===== src/sv/sliding_window_distinct_count_defines.svh =====
// Assertion macros shared by the sliding window distinct count RTL.
`ifndef SLIDING_WINDOW_DISTINCT_COUNT_DEFINES_SVH
`define SLIDING_WINDOW_DISTINCT_COUNT_DEFINES_SVH

`ifndef ASSERT_OFF

// Same-cycle implication, checked outside reset.
`define SWDC_ASSERT(label, clk, rstn, ante, cons) \
    label: assert property (@(posedge clk) disable iff (!(rstn)) (ante) |-> (cons)) \
        else $error("swdc assertion failed");

// Next-cycle implication, checked outside reset.
`define SWDC_ASSERT_NEXT(label, clk, rstn, ante, cons) \
    label: assert property (@(posedge clk) disable iff (!(rstn)) (ante) |=> (cons)) \
        else $error("swdc assertion failed");

`else

`define SWDC_ASSERT(label, clk, rstn, ante, cons)
`define SWDC_ASSERT_NEXT(label, clk, rstn, ante, cons)

`endif

`endif


===== src/sv/swdc_pkg.sv =====
// Shared constants for the sliding window distinct count block.
package swdc_pkg;

    localparam int WINDOW_MAX_DEF = 1024;
    localparam int VALUE_BITS_DEF = 16;

    localparam int IN_W   = 16;   // width of the value port
    localparam int CNT_W  = 11;   // occurrence counts, running total, result
    localparam int WS_W   = 11;   // window_size register
    localparam int CFG_DW = 32;   // APB data width
    localparam int ADDR_W = 3;    // APB address width

    localparam logic [0:0] REG_WINDOW_SIZE = 1'b0;

    localparam int OUT_DEPTH = 2; // result buffer entries
    localparam int PEND_W    = 2; // holds 0..OUT_DEPTH

endpackage


===== src/sv/swdc_out_fifo.sv =====
// Two-entry result buffer between the update pipeline and the result channel.
module swdc_out_fifo (
    input  logic                     aclk,
    input  logic                     aresetn,
    input  logic                     clear,
    input  logic                     push,
    input  logic [swdc_pkg::CNT_W-1:0] push_data,
    input  logic                     pop,
    output logic                     out_valid,
    output logic [swdc_pkg::CNT_W-1:0] out_data
);

    logic [swdc_pkg::CNT_W-1:0]  data_reg [swdc_pkg::OUT_DEPTH];
    logic                        wr_ptr_reg, wr_ptr_next;
    logic                        rd_ptr_reg, rd_ptr_next;
    logic [swdc_pkg::PEND_W-1:0] count_reg, count_next;

    always_comb begin
        wr_ptr_next = wr_ptr_reg ^ push;
        rd_ptr_next = rd_ptr_reg ^ pop;
        count_next  = count_reg + swdc_pkg::PEND_W'(push) - swdc_pkg::PEND_W'(pop);
    end

    always_ff @(posedge aclk) begin
        if (!aresetn || clear) begin
            wr_ptr_reg <= 1'b0;
            rd_ptr_reg <= 1'b0;
            count_reg  <= '0;
        end else begin
            wr_ptr_reg <= wr_ptr_next;
            rd_ptr_reg <= rd_ptr_next;
            count_reg  <= count_next;
        end
    end

    always_ff @(posedge aclk) begin
        if (push) begin
            data_reg[wr_ptr_reg] <= push_data;
        end
    end

    assign out_valid = (count_reg != '0);
    assign out_data  = data_reg[rd_ptr_reg];

endmodule


===== config.mk =====
export PLATFORM = sky130hd
export DESIGN_NAME = swdc_out_fifo
export DESIGN_NICKNAME = d
export VERILOG_FILES = /design/src/sv/sliding_window_distinct_count_defines.svh /design/src/sv/swdc_pkg.sv /design/src/sv/swdc_out_fifo.sv
export SDC_FILE = /design/constraint.sdc
export NUM_CORES = 1
export LEC_CHECK = 0
export ABC_AREA = 1
export BUFFER_PORTS_ARGS = -buffer_cell sky130_fd_sc_hd__buf_2
export CORE_MARGIN = 2
export CORE_UTILIZATION = 49
export DETAILED_ROUTE_END_ITERATION = 16
export GPL_ROUTABILITY_DRIVEN = 0
export PLACE_DENSITY = 0.76
export SYNTH_ARGS = -nofsm -noshare
export SYNTH_HDL_FRONTEND = slang
export SYNTH_SLANG_ARGS = --single-unit

===== constraint.sdc =====
create_clock -name aclk -period 1.65 [get_ports aclk]
set_clock_uncertainty 0.05 [all_clocks]
set_input_delay 0 -clock aclk [delete_from_list [all_inputs] [get_ports aclk]]
set_output_delay 0 -clock aclk [all_outputs]
set_load 0.005 [all_outputs]

Yosys cells after proc, flatten, opt, wreduce, memory -nomap -nowiden:

Memories as Yosys holds them, arrays and structs flattened. A register that Yosys moved wholly into a read port is not among the register bits.
Index checks and enable logic that the tools add are counted.

* multiplexer cells: 3
* reductions and logical operators: 3
* bitwise logic cells: 2
* add/sub/neg operators: 2

Operators with widths (count)
* $mux 1: 3
* $add 2x1->2: 1
* $reduce_bool 2->1: 1
* $sub 2x1->2: 1
* $xor 1x1->1: 2
* $logic_not 1->1: 1
* $logic_or 1x1->1: 1

* word-level logic and storage cells: 14
* register bits after elaboration: 4
* input port bits: 16
* memories: 1
* memory bits (writable): 22

Memories
* data_reg: depth 2, width 11, rd ports 1, clocked after memory_dff 1, write ports 1, line swdc_out_fifo.sv:13 `logic [swdc_pkg::CNT_W-1:0] data_reg [swdc_pkg::OUT_DEPTH];`

Longest topological paths before layout:

Gate-level depths: netlist of the first run.

* depth after elaboration: 3
* depth in mapped cells: 9
* mapped depth without buffers: 9

Worst setup path before layout of the first run:

OpenSTA, ideal clock, no wires.

* path kind: register to register
* start point: register count_reg[0] in the netlist's numbering
* end point: register count_reg[1] in the netlist's numbering
* data arrival time: 1.046 ns
* data required time: 1.485 ns
* cell stages (with the launch flop): 9
* setup slack: 0.439 ns
* buffers on the path: 0
* cells stage by stage: dfxtp_1 > inv_1 > ha_1 > inv_1 > ha_1 > inv_1 > nand2_1 > a21oi_1 > nor2_1

* cells in the longest elaborated chain, start to end: 2

RTL lines
* start: declaration: line swdc_out_fifo.sv:16 `logic [swdc_pkg::PEND_W-1:0] count_reg, count_next;`
* start signal: assignment: line swdc_out_fifo.sv:32 `count_reg <= count_next;`
* $add 2x1->2: line swdc_out_fifo.sv:21 `count_next = count_reg + swdc_pkg::PEND_W'(push) - swdc_pkg::PEND_W'(pop);`
* $sub 2x1->2: line swdc_out_fifo.sv:21

No other way between the ends.
A chain may end at the register's enable or synchronous reset.

==> metrics.txt, run 1 <==
CTS clk-pin slew, worst paths=120 ps; sequential share of the synthesized area=73.4%; Core Area=1940 um2; crit-path cells=buf_4 -> mux2_2 -> buf_2; first-pass GRT wire length=2690 um; Die Span Y=49.4 um; largest net degree at the start of global routing=15; pre-CTS WS=308 ps; Non-Filler Instances=135; Worst Slack Setup Final=119 ps; drt drc=0; Slew headroom=65.9%; peak supply drop=0.651 mV; H-tree depth=1; worst-path maximum fanout=7; Slew Viols, Final=0; Total GRT Usage=15.5%; mean post-synth cell area=16.3 um2; die area=2440 um2; via-per-instance ratio=4.70; RSZ-0062 raised after global routing=no; Antenna Nets Post-Route=0; hold path depth=2; CTS tree=done; CP peak stage delay=480 ps; port bufs=27; Post-Syn Area=1010 um2; net count after synthesis=82; Die Width=49.4 um; cells after synthesis=62; vias in the first global route=687; Clk Tree Root Cell=clkbuf_4; critical path arrival=1480 ps; worst r2r path cells=8; layout cells sized above 1=38.9%; number of core rows=16; slowest stage cell, crit path=dfxtp_1; most common library cell in the layout ignoring fill and taps=buf_2; Tmin final=1530 ps; drt pass-1 iters=4; fin nets=129; Syn-to-layout area delta=33.9%; endpoints failing setup=0; critical path startpoint category=flip-flop; Max Fclk=653 MHz; critical setup path kind=flip-flop to primary output; DRT iter0 DRCs=24; drt total wl=1610 um; max reg flops=22; clock buffer count from CTS=3; n_diodes=0; yosys warns=0; Clk Latency, worst-skew pair=300 ps; Final Cycle Share=92.8%; clk sink count=26; vias=635; gr ovfl total=0; placed cells=116; worst slew pin tran=511 ps; Starting Density=51.9%; Critical Path RT=1600 ps; Power Dens Cells=855 nW/um2; routed length per instance=11.9 um; Max-Cap Viols=0; post-CTS setup buffer count=0; TNS Setup=0 ps; commonest cells after routing, fill and taps aside=buf_2 (27), edfxtp_1 (22), dlygate4sd3_1 (15); Worst Setup End Kind=primary output; initial antenna violation count=0; Hold Fails Final Rpt=0; DP Wirelength=1080 um; clk buf depth=2; FF+latch count, synth=26; Leak Pwr=0.000556 uW; min-delay worst type=input pin to flip-flop; outcome=finished clean; I/O pins=28; Synth cell types=11
worst max-delay path: cells and delay by family, from the launching register on:
kind     cells  cell delay [ps]
buf+inv      2              350
flops        1              480
mux          1              350
power breakdown:
| part | switching (uW) | total [uW] | internal [uW] |
|---|---|---|---|
| Sequential | 9.53 | 754 | 744 |
| Clock | 165 | 253 | 88.2 |
| Combinational | 61.2 | 147 | 86.1 |
| Total | 236 | 1150 | 919 |
cell usage after synthesis:
master | n | area [um2]
buf_6 | 1 | 11.3
mux2_2 | 11 | 124
ha_1 | 4 | 50.1
dfxtp_1 | 4 | 80.1
inv_1 | 8 | 30.0
nor2_1 | 5 | 18.8
nand3_1 | 1 | 5.00
edfxtp_1 | 22 | 661
a21oi_1 | 1 | 5.00
xnor2_1 | 1 | 8.76
nand2_1 | 4 | 15.0
timing repair:
action / CTS / global route
resized for setup: 0 / 0
hold buffers: 15 / 0
hold endpoints to repair: 26 / 0
through the flow:
| step | cell area (um2) | total power (uW) | util (%) | hold slack (ps) |
|---|---|---|---|---|
| 4_1_cts | 1350 | 1160 | 69.5 | 348 |
| 3_5_place_dp | 1170 | 890 | 60.4 | 142 |
| 5_1_grt | 1350 | 1210 | 69.5 | 340 |
| 3_3_place_gp | 1170 | 883 | 60.4 | 139 |
| 6_report | 1350 | 1150 | 69.5 | 358 |
| 2_1_floorplan | 1010 | 833 | - | 48.9 |
final cells by class:
cell class / instances / area, um2
sequential: 26 / 741
multi-input combinational: 27 / 226
fill: 152 / 592
clock buffer: 3 / 22.5
timing repair buffer: 43 / 293
tap: 27 / 33.8
clock inverter: 1 / 3.75
inverter: 8 / 30.0
metal layers:
metal / share of wire (%) / wire length [um] / track usage [%] / vias to the layer above
met5: 0 / 0 / 0 / -
met2: 51 / 813 / 27.9 / 20
met3: 4.4 / 71 / 4.29 / 6
li1: - / - / - / 311
met4: 3.2 / 51 / 10.5 / 0
met1: 42 / 671 / 15.1 / 298
cells by family (layout without fill, tap and decap cells):
kind of cell	count (synthesis)	in the layout	share of synthesized area (%)
xor+xnor	1	1	0.869
fa+ha+maj	4	4	4.96
mux	11	11	12.3
simple gates	10	10	3.85
flops	26	26	73.4
compound gates	1	1	0.496
buf+inv	9	55	4.09
worst paths after layout:
path                 from        endpoint  slack, ps
max            rd_ptr_reg     out_data[9]        120
min          push_data[3]  data_reg[1][3]        360
max reg2reg  count_reg[0]    count_reg[1]        300
min reg2reg    wr_ptr_reg      wr_ptr_reg        520
(Power assumes the default switching activity.)
==> run 2, diff against run 1 <==
- ABC_AREA: 1 -> not set
==> metrics.txt, run 2 <==
min-delay worst type=input pin to flip-flop; most common library cell in the layout ignoring fill and taps=buf_2; CTS clk-pin slew, worst paths=120 ps (about the same); drt pass-1 iters=4 (unchanged); number of core rows=16 (unchanged); Hold Fails Final Rpt=0 (unchanged); commonest cells after routing, fill and taps aside=buf_2 (27), edfxtp_1 (22), dlygate4sd3_1 (17); Main synth FF type=edfxtp_1; Yosys top cell area share=66.1% (+0.57 points); worst r2r path cells=3 (-5); Tmin final=1450 ps (-78.7 ps); clk sink count=26 (unchanged); critical path arrival=1600 ps (+120 ps); Post-synth EDFFs=22 (unchanged); vias in the first global route=604 (-12%); fillers=143 (-5.9%); peak supply drop=0.753 mV (+16%); worst-path maximum fanout=12 (+5); critical path startpoint category=flip-flop; post-synth top area cell=edfxtp_1; DP Wirelength=984 um (-9.1%); n_diodes=0 (unchanged); worst slew pin tran=502 ps (-9.64 ps); Starting Density=51.5% (-0.45 points); min-delay src=push_data[1]; Die Span Y=49.2 um (-0.40%); routed length per instance=11.8 um (-0.63%); drt drc=0 (unchanged); Slew headroom=66.6% (+0.64 points); Pwr Total=1160 uW (+0.69%); reg-to-reg endpoint=rd_ptr_reg; clk buf depth=2 (unchanged); Slew Viols, Final=0 (unchanged); outcome=finished clean; layout cells sized above 1=42.6% (+3.7 points); max reg flops=22 (unchanged); Storage cell area=742 um2 (+0.17%); CTS tree=done; post-CTS setup buffer count=0 (unchanged); critical setup path kind=flip-flop to flip-flop; Total GRT Usage=14.7% (-0.73 points); yosys warns=0 (unchanged); largest net degree at the start of global routing=15 (unchanged); via-per-instance ratio=4.48 (-4.7%); sequential share of the synthesized area=74.1% (+0.64 points); Power Dens Cells=858 nW/um2 (+0.32%); Syn-to-layout area delta=35.5%; initial antenna violation count=0 (unchanged); vias=574 (-9.6%); die area=2420 um2 (-0.79%); most frequent cell after synthesis=edfxtp_1; Hold Worst Slack=362 ps (+3.09 ps); cells after synthesis=54 (-13%); footprint of the multi-input gates=233 um2 (+2.8%); hold path depth=2 (unchanged); FF+latch count, synth=26 (unchanged); Post-Syn Area=1000 um2 (-0.87%); net count after synthesis=74 (-9.8%); mean post-synth cell area=18.5 um2 (+14%); Critical Path RT=1800 ps (+200 ps); first-pass GRT wire length=2640 um (-2.1%); RSZ-0062 raised after global routing=no; port bufs=27 (unchanged); ys async rst share=0% (unchanged); gr ovfl total=0 (unchanged); DRT iter0 DRCs=5 (-79%); I/O pins=28 (unchanged); Max Fclk=689 MHz (+5.4%); Leak Pwr=0.000548 uW (-1.5%); top cells by count, synth=edfxtp_1 (22), mux2_2 (11); hold path endpoint=data_reg[0][1]; synth top area cells=edfxtp_1 (66%), mux2_2 (12%), dfxtp_1 (8.0%); fin nets=122 (-5.4%); Reg2Reg Launch Point=rd_ptr_reg; drt total wl=1520 um (-5.8%); setup slack, reg-to-reg=200 ps (-100 ps); Final Cycle Share=88.0% (-4.8 points); Core Area=1940 um2 (unchanged); Clk Latency, worst-skew pair=300 ps (about the same); endpoints failing setup=0 (unchanged); Max-Cap Viols=0 (unchanged); Antenna Nets Post-Route=0 (unchanged); Clk Tree Root Cell=clkbuf_4; Die Width=49.2 um (-0.40%); TNS Setup=0 ps (unchanged); clock buffer count from CTS=3 (unchanged); H-tree depth=1 (unchanged); Worst Setup End Kind=flip-flop; Synth cell types=11 (unchanged)
## run 2: cell families (layout without fill, tap and decap cells)
group	after synthesis	after routing	synth area share [%]
adder cells (fa/ha/maj)	4	4	5.01
buffers and inverters	5	52	2.63
flip-flops	26	26	74.1
multiplexers	11	11	12.4
AND/OR/NAND/NOR	6	6	2.75
XOR/XNOR	2	2	3.13
## run 2: how the worst max path moves through the flow
stage	depth (start not counted)	endpoint	startpoint	slack (ps)
global placement	2	out_data[3]	rd_ptr_reg	420
CTS	3	rd_ptr_reg	rd_ptr_reg	20
detailed placement	2	data_reg[0][5]	wr_ptr_reg	410
global route	3	rd_ptr_reg	rd_ptr_reg	110
finish	3	rd_ptr_reg	rd_ptr_reg	200
floorplan	6	count_reg[1]	count_reg[0]	480
## run 2: stage by stage
| stage | std cells | util [%] | setup slack, ps | cell area (um2) |
|---|---|---|---|---|
| 2_1_floorplan | 54 | - | 485 | 1000 |
| 4_1_cts | 128 | 69.7 | 22.7 | 1350 |
| 3_3_place_gp | 107 | 59.6 | 423 | 1160 |
| 6_report | 128 | 69.8 | 198 | 1360 |
| 5_1_grt | 128 | 69.8 | 112 | 1360 |
| 3_5_place_dp | 107 | 59.6 | 414 | 1160 |
## run 2: layout make-up
cell class,count,share of cell area (%)
Sequential cell,26,54.8
Inverter,4,1.11
Multi-Input combinational cell,23,17.2
Clock buffer,4,1.94
Timing Repair Buffer,44,22.5
Tap cell,27,2.49
## run 2: critical path, cell delays in order (launching register included)
cell and delay [ps]:
dfxtp_2 520, xnor2_1 170, nor2_1 60, dlygate4sd3_1 550
## run 2: layer usage
metal  vias up  routed length (um)  track usage [%]
li1        292                   -                -
met4         0                  19             8.57
met5         -                   0                0
met3         2                  53             3.07
met1       265                 723             18.2
met2        15                 718             23.9
## run 2: repair_timing
item	4_1_cts	5_1_grt
resized for setup	0	1
endpoints found under the setup margin	0	12
endpoints found under the hold margin	26	0
hold buffers	17	0
## run 2: power by group
part / total [uW] / internal, uW / switching, uW
Clock: 256 / 94.2 / 162
Combinational: 148 / 95.1 / 52.9
Sequential: 758 / 745 / 13.0
Total: 1160 / 935 / 228
==> run 3, diff against run 2 <==
==> constraint.sdc (replaced) <==
create_clock -name aclk -period 1.5 [get_ports aclk]
set_clock_uncertainty 0.05 [all_clocks]
set_input_delay 0 -clock aclk [delete_from_list [all_inputs] [get_ports aclk]]
set_output_delay 0 -clock aclk [all_outputs]
set_load 0.1 [all_outputs]
==> metrics.txt, run 3 (synthesized netlist as in run 2, its figures left out) <==
outcome=finished clean; reg-to-reg endpoint=wr_ptr_reg; vias in the first global route=609 (+0.83%); hold path endpoint=data_reg[1][8]; drt pass-1 iters=2 (-2); gr ovfl total=0 (unchanged); drt drc=0 (unchanged); Syn-to-layout area delta=47.7%; Clk Latency, worst-skew pair=310 ps (about the same); worst slew pin tran=484 ps (-17.7 ps); Non-Filler Instances=134 (+4.7%); Die Width=49.2 um (unchanged); Leak Pwr=0.000608 uW (+11%); DRT iter0 DRCs=2 (-3); Slew Viols, Final=0 (unchanged); min-delay worst type=input pin to flip-flop; Pwr Total=1700 uW (+46%); Tmin final=1440 ps; Max Fclk=693 MHz; placed cells=112 (+4.7%); min-delay src=push_data[8]; Core Area=1940 um2 (unchanged); Hold Worst Slack=344 ps (-17.1 ps); via-per-instance ratio=4.54 (+1.2%); Worst Setup End Kind=primary output; hold path depth=2 (unchanged); vias=608 (+5.9%); fillers=130 (-9.1%); die area=2420 um2 (unchanged); most common library cell in the layout ignoring fill and taps=edfxtp_1; port bufs=27 (unchanged); peak supply drop=0.902 mV (+20%); Final Cycle Share=96.2%; Critical Path RT=1450 ps (-350 ps); Hold Fails Final Rpt=0 (unchanged); routed length per instance=12.4 um (+4.9%); Total GRT Usage=15.5% (+0.71 points); Reg2Reg Launch Point=wr_ptr_reg; worst-path maximum fanout=6 (-6); Slew headroom=68.0% (+1.4 points); clock buffer count from CTS=3 (unchanged); Starting Density=51.5% (unchanged); DP Wirelength=1030 um (+4.4%); TNS Setup=0 ps (unchanged); worst r2r path cells=4 (+1); first-pass GRT wire length=2690 um (+2.1%); layout cells sized above 1=46.7% (+4.2 points); initial antenna violation count=0 (unchanged); Max-Cap Viols=0 (unchanged); largest net degree at the start of global routing=16 (+1); I/O pins=28 (unchanged); fin nets=128 (+4.9%); clk buf depth=2 (unchanged); CTS clk-pin slew, worst paths=130 ps (about the same); setup slack, reg-to-reg=80 ps (-120 ps); number of core rows=16 (unchanged); post-layout instance area=1480 um2 (+9.0%); CTS tree=done; Placed Instance Area=1190 um2 (+3.2%); Power Dens Cells=1150 nW/um2 (+34%); Antenna Nets Post-Route=0 (unchanged); critical path startpoint category=flip-flop; endpoints failing setup=0 (unchanged); clk sink count=26 (unchanged); post-CTS setup buffer count=0 (unchanged); H-tree depth=1 (unchanged); n_diodes=0 (unchanged); max reg flops=22 (unchanged); commonest cells after routing, fill and taps aside=edfxtp_1 (22), dlygate4sd3_1 (17), buf_2 (16); critical path arrival=1390 ps (-210 ps); critical setup path kind=flip-flop to primary output; Die Span Y=49.2 um (unchanged); Clk Tree Root Cell=clkbuf_4; drt total wl=1660 um (+9.8%)
[run 3: changes by cell type in the layout (fill, tap and decap cells not counted)]
| cell | change |
|---|---|
| buf_2 | -11 |
| buf_6 | +6 |
| bufinv_16 | +1 |
| buf_4 | +11 |
| clkbuf_1 | -1 |
[run 3: critical path, stage by stage (launching register included)]
cell and delay [ps]:
dfxtp_2 380, buf_6 130, mux2_2 340, buf_4 230
[run 3: worst max path at each step]
stage / from / endpoint / slack, ps / cells past startpoint
2_1_floorplan: count_reg[0] / count_reg[1] / 330 / 6
3_3_place_gp: count_reg[0] / count_reg[1] / 310 / 6
3_5_place_dp: count_reg[0] / count_reg[1] / 290 / 6
4_1_cts: rd_ptr_reg / out_data[0] / 10 / 3
5_1_grt: rd_ptr_reg / out_data[5] / -3 / 3
6_report: rd_ptr_reg / out_data[1] / 60 / 3
[run 3: routing by layer]
metal	track usage (%)	vias up	part of all wire, %
met2	27.0	17	54
met5	0	-	0
met4	10.0	0	2.1
met3	3.07	4	2.6
li1	-	304	-
met1	16.9	283	42
[run 3: layout make-up]
type | instances | area (um2) | area share, %
Inverter | 4 | 15.0 | 1.02
Sequential cell | 26 | 742 | 50.3
Timing Repair Buffer | 50 | 400 | 27.1
Multi-Input combinational cell | 23 | 233 | 15.8
Tap cell | 27 | 33.8 | 2.29
Clock buffer | 3 | 22.5 | 1.53
Clock inverter | 1 | 30.0 | 2.03
[run 3: power breakdown]
group	internal, uW	switching, uW
Sequential	819	9.86
Combinational	136	268
Clock	270	192
Total	1230	470
[run 3: metrics by stage]
stage	utilization, %	setup slack [ps]
3_3_place_gp	61.5	305
6_report	76.0	56.4
2_1_floorplan	-	335
5_1_grt	76.0	-2.73
3_5_place_dp	61.5	288
4_1_cts	74.6	12.0
[run 3: what timing repair did]
action,4_1_cts,5_1_grt
cloned,0,1
hold buffers,17,0
setup endpoints to repair,11,11
gates resized for setup,12,8
endpoints found under the hold margin,26,0
